$ cat src/hdl/msrs_pkg.sv
// msrs_pkg: shared types and constants for the magnetometer set/reset sequencer
// no dependencies; used by the interfaces, the axis datapath and the top level

package msrs_pkg;

	// fixed field widths
	localparam int RAW_W   = 20;
	localparam int FIELD_W = 20;
	localparam int LIMIT_W = 16;
	localparam int CTL_W   = 8;

	// default axis count width (valid range 16 to 20)
	localparam int COUNT_BITS_DEF = 20;

	// plain sample limit after reset
	localparam logic [LIMIT_W-1:0] LIMIT_RESET = 16'd50;

	// output scaling: field = floor(-d * SCALE_NUM / 2^SCALE_SHIFT)
	localparam int SCALE_NUM   = 1000;
	localparam int SCALE_SHIFT = 11;
	localparam int FIELD_MAX   = 524287;

	// control register codes
	localparam logic [CTL_W-1:0] CTL_NONE  = 8'h00;
	localparam logic [CTL_W-1:0] CTL_TMM   = 8'h01;
	localparam logic [CTL_W-1:0] CTL_SET   = 8'h08;
	localparam logic [CTL_W-1:0] CTL_RESET = 8'h10;

	// sequencer phases
	typedef enum logic [2:0] {
		PH_SET      = 3'd0,
		PH_SET_MEAS = 3'd1,
		PH_SET_WAIT = 3'd2,
		PH_RST_MEAS = 3'd3,
		PH_RST_WAIT = 3'd4,
		PH_MEASURE  = 3'd5
	} phase_t;

	// per-axis control from the sequencer, already qualified by the word being taken
	typedef struct packed {
		logic latch_set;  // store the reading taken after SET
		logic sr_pair;    // set/reset pair sample: emit half difference, store offset
	} axis_ctl_t;

endpackage

$ cat src/hdl/msrs_in_if.sv
// msrs_in_if: input channel, one word per tick with bus access outcomes and axis counts
// depends on msrs_pkg for field widths

interface msrs_in_if;
	logic                           valid;
	logic                           ready;
	logic                           write_ok;
	logic                           status_read_ok;
	logic                           measure_done;
	logic                           data_read_ok;
	logic [msrs_pkg::RAW_W-1:0]     raw_x;
	logic [msrs_pkg::RAW_W-1:0]     raw_y;
	logic [msrs_pkg::RAW_W-1:0]     raw_z;

	modport source (
		output valid, write_ok, status_read_ok, measure_done, data_read_ok,
		output raw_x, raw_y, raw_z,
		input  ready
	);
	modport sink (
		input  valid, write_ok, status_read_ok, measure_done, data_read_ok,
		input  raw_x, raw_y, raw_z,
		output ready
	);
endinterface

$ cat src/hdl/msrs_out_if.sv
// msrs_out_if: result channel, bus requests for the tick and the corrected field sample
// depends on msrs_pkg for field widths

interface msrs_out_if;
	logic                                valid;
	logic                                ready;
	logic                                control_write;
	logic [msrs_pkg::CTL_W-1:0]          control_value;
	logic                                data_read;
	logic                                sample_valid;
	logic signed [msrs_pkg::FIELD_W-1:0] field_x;
	logic signed [msrs_pkg::FIELD_W-1:0] field_y;
	logic signed [msrs_pkg::FIELD_W-1:0] field_z;

	modport source (
		output valid, control_write, control_value, data_read, sample_valid,
		output field_x, field_y, field_z,
		input  ready
	);
	modport sink (
		input  valid, control_write, control_value, data_read, sample_valid,
		input  field_x, field_y, field_z,
		output ready
	);
endinterface

$ cat src/hdl/msrs_axis.sv
// msrs_axis: one axis of offset cancellation, holds the set reading and the bridge offset
// depends on msrs_pkg (axis_ctl_t, scaling constants)

module msrs_axis #(
	parameter int COUNT_BITS = msrs_pkg::COUNT_BITS_DEF
) (
	input  logic                                clk,
	input  logic                                arst_n,
	input  msrs_pkg::axis_ctl_t                 ctl,
	input  logic [COUNT_BITS-1:0]               raw,
	output logic signed [msrs_pkg::FIELD_W-1:0] field
);

	localparam int OW = COUNT_BITS + 1;                 // offset sum width
	localparam int DW = COUNT_BITS + 3;                 // difference width
	localparam int PW = DW + 10;                        // product width (1000 < 2^10)
	localparam int QW = PW - msrs_pkg::SCALE_SHIFT;     // shifted width
	localparam int QX = QW + msrs_pkg::FIELD_W;         // compare width
	localparam logic signed [PW-1:0] SCALE = PW'(msrs_pkg::SCALE_NUM);
	localparam logic signed [QX-1:0] SAT_HI = QX'(msrs_pkg::FIELD_MAX);
	localparam logic signed [QX-1:0] SAT_LO = -SAT_HI - QX'(1);

	logic [COUNT_BITS-1:0]        set_reading_q;
	logic signed [OW-1:0]         offset_sum_q;
	logic signed [COUNT_BITS-1:0] c_new;
	logic signed [COUNT_BITS-1:0] c_set;
	logic signed [DW-1:0]         d;
	logic signed [PW-1:0]         p;
	logic signed [QW-1:0]         q;
	logic signed [QX-1:0]         qx;

	// center counts: subtracting half scale flips the top bit
	assign c_new = $signed({~raw[COUNT_BITS-1], raw[COUNT_BITS-2:0]});
	assign c_set = $signed({~set_reading_q[COUNT_BITS-1], set_reading_q[COUNT_BITS-2:0]});

	// difference: reset minus set for the pair, twice the reading minus offset otherwise
	always_comb begin
		if (ctl.sr_pair) begin
			d = DW'(c_new) - DW'(c_set);
		end else begin
			d = (DW'(c_new) <<< 1) - DW'(offset_sum_q);
		end
	end

	// scale by -1000/2048 with floor, then saturate to the field range
	assign p  = -(PW'(d) * SCALE);
	assign q  = $signed(p[PW-1:msrs_pkg::SCALE_SHIFT]);
	assign qx = QX'(q);

	always_comb begin
		if (qx > SAT_HI) begin
			field = SAT_HI[msrs_pkg::FIELD_W-1:0];
		end else if (qx < SAT_LO) begin
			field = SAT_LO[msrs_pkg::FIELD_W-1:0];
		end else begin
			field = qx[msrs_pkg::FIELD_W-1:0];
		end
	end

	// set reading, no reset needed: always written before the pair is formed
	always_ff @(posedge clk) begin
		if (ctl.latch_set) begin
			set_reading_q <= raw;
		end
	end

	// bridge offset: sum of the centered set and reset readings
	always_ff @(posedge clk or negedge arst_n) begin
		if (!arst_n) begin
			offset_sum_q <= '0;
		end else if (ctl.sr_pair) begin
			offset_sum_q <= OW'(c_set) + OW'(c_new);
		end
	end

endmodule

$ cat src/hdl/magnetometer_set_reset_sequencer.sv
// magnetometer_set_reset_sequencer: set/reset offset-cancelling measurement sequencer
// depends on msrs_pkg, msrs_in_if, msrs_out_if and msrs_axis
//
//  channel   direction  handshake        word
//  in_ch     in         valid/ready      bus outcomes of the tick, raw x/y/z counts
//  out_ch    out        valid/ready      bus requests for the tick, corrected field x/y/z
//  cfg       in         cfg_we only      plain sample limit, 16 bits
//
// One word per cycle sustained while out_ch is ready; a word taken sits in the input
// register, moves on to the result register once that register is empty or being
// drained, and is offered from there (sequencer and axis scaling run in between).
// Reset puts the sequencer in the set phase with offsets and count cleared, limit 50.
// A stalled result holds; the input register keeps taking words while the result
// register drains, and stalls only when both are full.

module magnetometer_set_reset_sequencer #(
	parameter int COUNT_BITS = msrs_pkg::COUNT_BITS_DEF
) (
	input  logic                          clk,
	input  logic                          arst_n,
	msrs_in_if.sink                       in_ch,
	msrs_out_if.source                    out_ch,
	input  logic                          cfg_we,
	input  logic [msrs_pkg::LIMIT_W-1:0]  cfg_data
);

	// input register
	logic                  v_s1;
	logic                  wok_s1;
	logic                  sok_s1;
	logic                  done_s1;
	logic                  dok_s1;
	logic [COUNT_BITS-1:0] raw_x_s1;
	logic [COUNT_BITS-1:0] raw_y_s1;
	logic [COUNT_BITS-1:0] raw_z_s1;

	// result register
	logic                                out_v_q;
	logic                                cw_q;
	logic [msrs_pkg::CTL_W-1:0]          cv_q;
	logic                                dr_q;
	logic                                sv_q;
	logic signed [msrs_pkg::FIELD_W-1:0] fx_q;
	logic signed [msrs_pkg::FIELD_W-1:0] fy_q;
	logic signed [msrs_pkg::FIELD_W-1:0] fz_q;

	// sequencer state and config
	msrs_pkg::phase_t             ph_q;
	msrs_pkg::phase_t             ph_d;
	logic [msrs_pkg::LIMIT_W-1:0] cnt_q;
	logic [msrs_pkg::LIMIT_W-1:0] cnt_d;
	logic [msrs_pkg::LIMIT_W-1:0] limit_q;

	// decoded outputs for the word in the input register
	logic                       cw;
	logic [msrs_pkg::CTL_W-1:0] cv;
	logic                       dr;
	logic                       sv;
	logic                       latch_set;
	logic                       sr_pair;
	logic                       read_fail;
	logic                       got;

	logic                                advance;
	logic                                fire;
	msrs_pkg::axis_ctl_t                 axis_ctl;
	logic signed [msrs_pkg::FIELD_W-1:0] fx;
	logic signed [msrs_pkg::FIELD_W-1:0] fy;
	logic signed [msrs_pkg::FIELD_W-1:0] fz;

	// handshake
	assign advance     = !out_v_q || out_ch.ready;
	assign fire        = v_s1 && advance;
	assign in_ch.ready = !v_s1 || advance;

	// config register
	always_ff @(posedge clk or negedge arst_n) begin
		if (!arst_n) begin
			limit_q <= msrs_pkg::LIMIT_RESET;
		end else if (cfg_we) begin
			limit_q <= cfg_data;
		end
	end

	// input register valid
	always_ff @(posedge clk or negedge arst_n) begin
		if (!arst_n) begin
			v_s1 <= 1'b0;
		end else if (in_ch.ready) begin
			v_s1 <= in_ch.valid;
		end
	end

	// input register payload
	always_ff @(posedge clk) begin
		if (in_ch.valid && in_ch.ready) begin
			wok_s1   <= in_ch.write_ok;
			sok_s1   <= in_ch.status_read_ok;
			done_s1  <= in_ch.measure_done;
			dok_s1   <= in_ch.data_read_ok;
			raw_x_s1 <= in_ch.raw_x[COUNT_BITS-1:0];
			raw_y_s1 <= in_ch.raw_y[COUNT_BITS-1:0];
			raw_z_s1 <= in_ch.raw_z[COUNT_BITS-1:0];
		end
	end

	// read outcome of the wait and measure phases
	assign read_fail = !sok_s1 || (done_s1 && !dok_s1);
	assign got       = sok_s1 && done_s1 && dok_s1;

	// sequencer next state and outputs
	always_comb begin
		ph_d      = ph_q;
		cnt_d     = cnt_q;
		cw        = 1'b0;
		cv        = msrs_pkg::CTL_NONE;
		dr        = 1'b0;
		sv        = 1'b0;
		latch_set = 1'b0;
		sr_pair   = 1'b0;
		case (ph_q)
			msrs_pkg::PH_SET_MEAS: begin
				cw = 1'b1;
				cv = msrs_pkg::CTL_TMM;
				if (wok_s1) ph_d = msrs_pkg::PH_SET_WAIT;
			end
			msrs_pkg::PH_SET_WAIT: begin
				dr = 1'b1;
				if (read_fail) begin
					ph_d = msrs_pkg::PH_SET;
				end else if (got) begin
					latch_set = 1'b1;
					cw        = 1'b1;
					cv        = msrs_pkg::CTL_RESET;
					if (wok_s1) ph_d = msrs_pkg::PH_RST_MEAS;
				end
			end
			msrs_pkg::PH_RST_MEAS: begin
				cw   = 1'b1;
				cv   = msrs_pkg::CTL_TMM;
				ph_d = wok_s1 ? msrs_pkg::PH_RST_WAIT : msrs_pkg::PH_SET;
			end
			msrs_pkg::PH_RST_WAIT: begin
				dr = 1'b1;
				if (read_fail) begin
					ph_d = msrs_pkg::PH_SET;
				end else if (got) begin
					sr_pair = 1'b1;
					sv      = 1'b1;
					cw      = 1'b1;
					cv      = msrs_pkg::CTL_TMM;
					ph_d    = wok_s1 ? msrs_pkg::PH_MEASURE : msrs_pkg::PH_SET;
				end
			end
			msrs_pkg::PH_MEASURE: begin
				dr = 1'b1;
				if (read_fail) begin
					ph_d = msrs_pkg::PH_SET;
				end else if (got) begin
					sv = 1'b1;
					if (cnt_q >= limit_q) begin
						// limit reached: recalibrate, no measurement request
						cnt_d = '0;
						ph_d  = msrs_pkg::PH_SET;
					end else begin
						cnt_d = cnt_q + 1'b1;
						cw    = 1'b1;
						cv    = msrs_pkg::CTL_TMM;
						if (!wok_s1) ph_d = msrs_pkg::PH_SET;
					end
				end
			end
			default: begin
				cw   = 1'b1;
				cv   = msrs_pkg::CTL_SET;
				ph_d = wok_s1 ? msrs_pkg::PH_SET_MEAS : msrs_pkg::PH_SET;
			end
		endcase
	end

	// sequencer state registers
	always_ff @(posedge clk or negedge arst_n) begin
		if (!arst_n) begin
			ph_q  <= msrs_pkg::PH_SET;
			cnt_q <= '0;
		end else if (fire) begin
			ph_q  <= ph_d;
			cnt_q <= cnt_d;
		end
	end

	// axis datapaths
	assign axis_ctl.latch_set = fire && latch_set;
	assign axis_ctl.sr_pair   = fire && sr_pair;

	msrs_axis #(.COUNT_BITS(COUNT_BITS)) u_axis_x (
		.clk    (clk),
		.arst_n (arst_n),
		.ctl    (axis_ctl),
		.raw    (raw_x_s1),
		.field  (fx)
	);

	msrs_axis #(.COUNT_BITS(COUNT_BITS)) u_axis_y (
		.clk    (clk),
		.arst_n (arst_n),
		.ctl    (axis_ctl),
		.raw    (raw_y_s1),
		.field  (fy)
	);

	msrs_axis #(.COUNT_BITS(COUNT_BITS)) u_axis_z (
		.clk    (clk),
		.arst_n (arst_n),
		.ctl    (axis_ctl),
		.raw    (raw_z_s1),
		.field  (fz)
	);

	// result register valid
	always_ff @(posedge clk or negedge arst_n) begin
		if (!arst_n) begin
			out_v_q <= 1'b0;
		end else if (advance) begin
			out_v_q <= v_s1;
		end
	end

	// result register payload, fields zero unless a sample is produced
	always_ff @(posedge clk) begin
		if (fire) begin
			cw_q <= cw;
			cv_q <= cv;
			dr_q <= dr;
			sv_q <= sv;
			fx_q <= sv ? fx : '0;
			fy_q <= sv ? fy : '0;
			fz_q <= sv ? fz : '0;
		end
	end

	// result channel
	assign out_ch.valid         = out_v_q;
	assign out_ch.control_write = cw_q;
	assign out_ch.control_value = cv_q;
	assign out_ch.data_read     = dr_q;
	assign out_ch.sample_valid  = sv_q;
	assign out_ch.field_x       = fx_q;
	assign out_ch.field_y       = fy_q;
	assign out_ch.field_z       = fz_q;

endmodule
$ cat src/flat_wrapper.sv
// flat-port wrapper written by rule: the top's interface ports become plain ports
module magnetometer_set_reset_sequencer_flat 
#(
	parameter int COUNT_BITS = msrs_pkg::COUNT_BITS_DEF
)
  (clk, arst_n, cfg_we, cfg_data, in_ch_valid, in_ch_write_ok, in_ch_status_read_ok, in_ch_measure_done, in_ch_data_read_ok, in_ch_raw_x, in_ch_raw_y, in_ch_raw_z, in_ch_ready, out_ch_valid, out_ch_control_write, out_ch_control_value, out_ch_data_read, out_ch_sample_valid, out_ch_field_x, out_ch_field_y, out_ch_field_z, out_ch_ready);
  msrs_in_if in_ch_i ();
  msrs_out_if out_ch_i ();
  input  logic clk;
  input  logic arst_n;
  input  logic cfg_we;
  input  logic [msrs_pkg::LIMIT_W-1:0] cfg_data;
  input wire logic [$bits(in_ch_i.valid)-1:0] in_ch_valid;
  input wire logic [$bits(in_ch_i.write_ok)-1:0] in_ch_write_ok;
  input wire logic [$bits(in_ch_i.status_read_ok)-1:0] in_ch_status_read_ok;
  input wire logic [$bits(in_ch_i.measure_done)-1:0] in_ch_measure_done;
  input wire logic [$bits(in_ch_i.data_read_ok)-1:0] in_ch_data_read_ok;
  input wire logic [$bits(in_ch_i.raw_x)-1:0] in_ch_raw_x;
  input wire logic [$bits(in_ch_i.raw_y)-1:0] in_ch_raw_y;
  input wire logic [$bits(in_ch_i.raw_z)-1:0] in_ch_raw_z;
  output wire logic [$bits(in_ch_i.ready)-1:0] in_ch_ready;
  output wire logic [$bits(out_ch_i.valid)-1:0] out_ch_valid;
  output wire logic [$bits(out_ch_i.control_write)-1:0] out_ch_control_write;
  output wire logic [$bits(out_ch_i.control_value)-1:0] out_ch_control_value;
  output wire logic [$bits(out_ch_i.data_read)-1:0] out_ch_data_read;
  output wire logic [$bits(out_ch_i.sample_valid)-1:0] out_ch_sample_valid;
  output wire logic [$bits(out_ch_i.field_x)-1:0] out_ch_field_x;
  output wire logic [$bits(out_ch_i.field_y)-1:0] out_ch_field_y;
  output wire logic [$bits(out_ch_i.field_z)-1:0] out_ch_field_z;
  input wire logic [$bits(out_ch_i.ready)-1:0] out_ch_ready;
  assign in_ch_i.valid = in_ch_valid;
  assign in_ch_i.write_ok = in_ch_write_ok;
  assign in_ch_i.status_read_ok = in_ch_status_read_ok;
  assign in_ch_i.measure_done = in_ch_measure_done;
  assign in_ch_i.data_read_ok = in_ch_data_read_ok;
  assign in_ch_i.raw_x = in_ch_raw_x;
  assign in_ch_i.raw_y = in_ch_raw_y;
  assign in_ch_i.raw_z = in_ch_raw_z;
  assign in_ch_ready = in_ch_i.ready;
  assign out_ch_valid = out_ch_i.valid;
  assign out_ch_control_write = out_ch_i.control_write;
  assign out_ch_control_value = out_ch_i.control_value;
  assign out_ch_data_read = out_ch_i.data_read;
  assign out_ch_sample_valid = out_ch_i.sample_valid;
  assign out_ch_field_x = out_ch_i.field_x;
  assign out_ch_field_y = out_ch_i.field_y;
  assign out_ch_field_z = out_ch_i.field_z;
  assign out_ch_i.ready = out_ch_ready;
  magnetometer_set_reset_sequencer #(.COUNT_BITS(COUNT_BITS)) u_core (.clk(clk), .arst_n(arst_n), .in_ch(in_ch_i), .out_ch(out_ch_i), .cfg_we(cfg_we), .cfg_data(cfg_data));
endmodule
$ cat config.mk
export PLATFORM = sky130hd
export DESIGN_NAME = magnetometer_set_reset_sequencer_flat
export DESIGN_NICKNAME = d
export VERILOG_FILES = /design/src/hdl/msrs_pkg.sv /design/src/hdl/msrs_in_if.sv /design/src/hdl/msrs_out_if.sv /design/src/hdl/msrs_axis.sv /design/src/hdl/magnetometer_set_reset_sequencer.sv /design/src/flat_wrapper.sv
export SDC_FILE = /design/constraint.sdc
export NUM_CORES = 1
export LEC_CHECK = 0
export BUFFER_PORTS_ARGS = -buffer_cell sky130_fd_sc_hd__buf_2
export CELL_PAD_IN_SITES_DETAIL_PLACEMENT = 1
export CELL_PAD_IN_SITES_GLOBAL_PLACEMENT = 2
export CORE_MARGIN = 2
export CORE_UTILIZATION = 25
export DETAILED_ROUTE_END_ITERATION = 8
export PLACE_DENSITY_LB_ADDON = 0.25
export SLEW_MARGIN = 15
export SYNTH_ARGS = -nofsm -noshare
export SYNTH_HDL_FRONTEND = slang
export SYNTH_SLANG_ARGS = --single-unit
export TNS_END_PERCENT = 50
$ cat constraint.sdc
create_clock -name clk -period 8.7 [get_ports clk]
set_input_delay 0.435 -clock clk [delete_from_list [all_inputs] [get_ports clk]]
set_output_delay 0.435 -clock clk [all_outputs]
set_load 0.02 [all_outputs]
==> metrics <==
outcome finished clean; Routed Antenna Nets 0; crit start category flip-flop; H-tree depth 2; total die area 138800 um^2; RSZ-0062 raised after global routing yes; register area share after synthesis 24.18%; CTS root buffer clkbuf_16; max frequency 0.1202 GHz; min-delay src in_ch_raw_z[18]; Post-synth ARST share 34.48%; drt wl/cell 15.98 um; fin util 30.66%; Tightest Pin Transition 1012 ps; DRT Wirelength 96330 um; EDFF count, synth 190; R2R Path End u_core.out_ch.field_x[4]; initial antenna violation count 6; grt total ovfl 0; count of cell types in the netlist 106; WHS Path Cells 1; # Max-Cap Violations 0; via/cell ratio 4.487; Die Wd 372.6 um; clock sinks 290; Synth top area share 16.80%; Max-slew headroom 32.11%; Final #Nets 4956; multi-input logic area 23270 um^2; CP Max Fanout 6; residual DRC count 0; initial drt markers 798; filler instances 15760; Gate Count Post-Synth 3791; Critical Path Sink Type flip-flop; Worst Hold Class in2reg; CTS tree built; Critical-path top delay cell or4_4; final setup fails 0; Starting Density 25.13%; final RePlAce weighted congestion 0.7790; r2r startpoint u_core.raw_x_s1[0]; # IOs 158; DIE HEIGHT 372.6 um; dpl hpwl 77620 um; synthesized area per cell 8.959 um^2; core footprint 135100 um^2; Num CTS Buffers 44; clock skew 25.87 ps; total global-route track usage 14.04%; post-synthesis to final-layout area growth 22.00%; YS warnings 0; final hold vios 0; IO buf count 152; FF-to-FF setup slack 380 ps; Worst Setup Path Type reg2reg; Worst-path clk slew 60 ps; Post-Synthesis Cell Area 33960 um^2; CP startpoint u_core.raw_x_s1[0]; vias in the first global route 29081; via count 27045; Pre-Repair DR Iteration Count 6; register area 8212 um^2; number of synthesized register bits 290; share of cells above drive strength 1 15.24%; CP Data Required Time 9070 ps; commonest register cell after synthesis edfxtp_1; end of the worst hold path u_core.raw_z_s1[18]; Worst-Skew Late Latency 620 ps; Worst Path Arrival 8690 ps; row count 135; max incr delay on CP 580 ps; reg2reg path depth 36; Final min period 8316 ps; largest area contributor in the netlist edfxtp_1; fin crit share 95.59%; first-pass GRT wire length 156400 um; Final Slew Violations 0; clock buffer depth 3; ranking of synthesized cells by area edfxtp_1 17%, ha_1 15%, fa_1 14%; largest net degree at the start of global routing 60
kinds of logic after synthesis:
kind of cell	share of synthesized area, %
DFF	24.18
buffers and inverters	9.272
xor gates and xnor gates	7.685
muxes	0.3905
and+or+nand+nor	11.89
other	0.01104
adders and majority gates	29.82
AOI/OAI and AO/OA	16.76
worst max-delay path: cells and delay by family (launching register included):
family | cells | cell delay, ps
adders and majority gates | 6 | 2780
AOI/OAI and AO/OA | 14 | 2280
and+or+nand+nor | 4 | 1160
xor gates and xnor gates | 2 | 320
DFF | 1 | 380
buffers and inverters | 10 | 1120
sequential cells by signal, summed over array words and instances (netlist names), 3 cells and up:
register / count
u_core.cnt_q: 16
u_core.limit_q: 16
u_core.out_ch.control_value: 3
u_core.out_ch.field_x: 20
u_core.out_ch.field_y: 20
u_core.out_ch.field_z: 20
u_core.ph_q: 3
u_core.raw_x_s1: 20
u_core.raw_y_s1: 20
u_core.raw_z_s1: 20
u_core.u_axis_x.offset_sum_q: 21
u_core.u_axis_x.set_reading_q: 20
u_core.u_axis_y.offset_sum_q: 21
u_core.u_axis_y.set_reading_q: 20
u_core.u_axis_z.offset_sum_q: 21
u_core.u_axis_z.set_reading_q: 20
per-layer routing:
layer / track usage (%) / share of wire, % / vias to the layer above
met5: 0 / 0.034 / -
li1: - / - / 13627
met1: 18.29 / 47 / 13163
met3: 1.855 / 2.3 / 72
met2: 24.88 / 49 / 177
met4: 2.425 / 1.4 / 6
cell usage in the layout (no fill, tap or decap), types with 10 or more instances in the layout:
master and n:
a21o_1 77, dfrtp_1 97, fa_1 240, o21ai_1 37
xnor2_1 195, o21a_1 28, nand2_1 232, o31ai_2 13
or3_1 22, o21ai_2 16, o21bai_1 29, o21ai_0 190
inv_1 717, o31ai_1 34, clkbuf_16 48, dlygate4sd3_1 67
nand2b_1 45, a31oi_1 27, a211oi_1 25, and2_1 14
nor3_1 66, o211ai_1 17, nor2b_1 34, ha_1 410
and3_1 19, nand4_1 16, nor2_1 217, a21oi_1 211
edfxtp_1 190, a31o_2 12, buf_4 239, xor2_1 92
nand3_1 66, buf_2 151, a211o_1 13, buf_12 10
a21oi_2 24, nor4_1 16, mux2i_1 11
Yosys cell counts, types with 19 or more instances:
cell      instances
nor2_1          220
xor2_1           95
xnor2_1         203
nand3_1          67
o31ai_1          44
o21bai_1         30
clkbuf_1         78
nand2b_1         45
nor2b_1          34
inv_1           720
ha_1            419
nand2_1         233
or3_1            23
a211oi_1         31
a31oi_1          29
o21a_1           28
o21ai_0         216
and3_1           19
a21oi_1         236
dfrtp_1          97
nor3_1           68
fa_1            243
a21o_1           78
edfxtp_1        190
how the worst max path moves through the flow:
| stage | to | slack, ps | cells past startpoint |
|---|---|---|---|
| final | u_core.out_ch.field_x[4] | 380 | 36 |
| after global routing | u_core.out_ch.field_z[13] | -60 | 37 |
| after CTS | u_core.out_ch.field_z[8] | 8 | 36 |
| after detailed placement | u_core.out_ch.field_z[0] | -370 | 35 |
| after global placement | u_core.out_ch.field_z[7] | -210 | 35 |
| after floorplan | u_core.out_ch.field_x[5] | -3 | 30 |
what timing repair did:
action                     in CTS  in global routing
pin swaps                       4                 46
resized for setup              18                126
buffers inserted                1                 16
hold buffers                   67                  0
gates cloned                    0                  2
hold endpoints to repair       86                  0
setup endpoints to repair      42                 60
per-stage QoR:
stage	setup TNS (ps)	area, um^2	hold slack (ps)	cells	setup WS, ps
3_3_place_gp	-4250	38410	389.6	5858	-213.4
3_5_place_dp	-7050	38410	393.2	5858	-365.2
4_1_cts	0	40710	5.854	6008	8.344
6_report	0	41440	46.17	6027	383.9
5_1_grt	-1376	41440	2.502	6027	-62.25
2_1_floorplan	-3.445	33990	139.4	3795	-3.445
cell type report:
class | count | share of cell area [%]
clock inverters | 19 | 0.5888
diodes | 1 | 0.006039
clock buffers | 63 | 3.177
well taps | 1781 | 5.378
flip-flops and latches | 290 | 19.82
inverters | 720 | 6.525
multi-input cells | 2684 | 56.16
repair buffers | 469 | 8.343
Power is not shown: default switching activity piles up to over one toggle a cycle in this logic, so the estimate is an artifact.
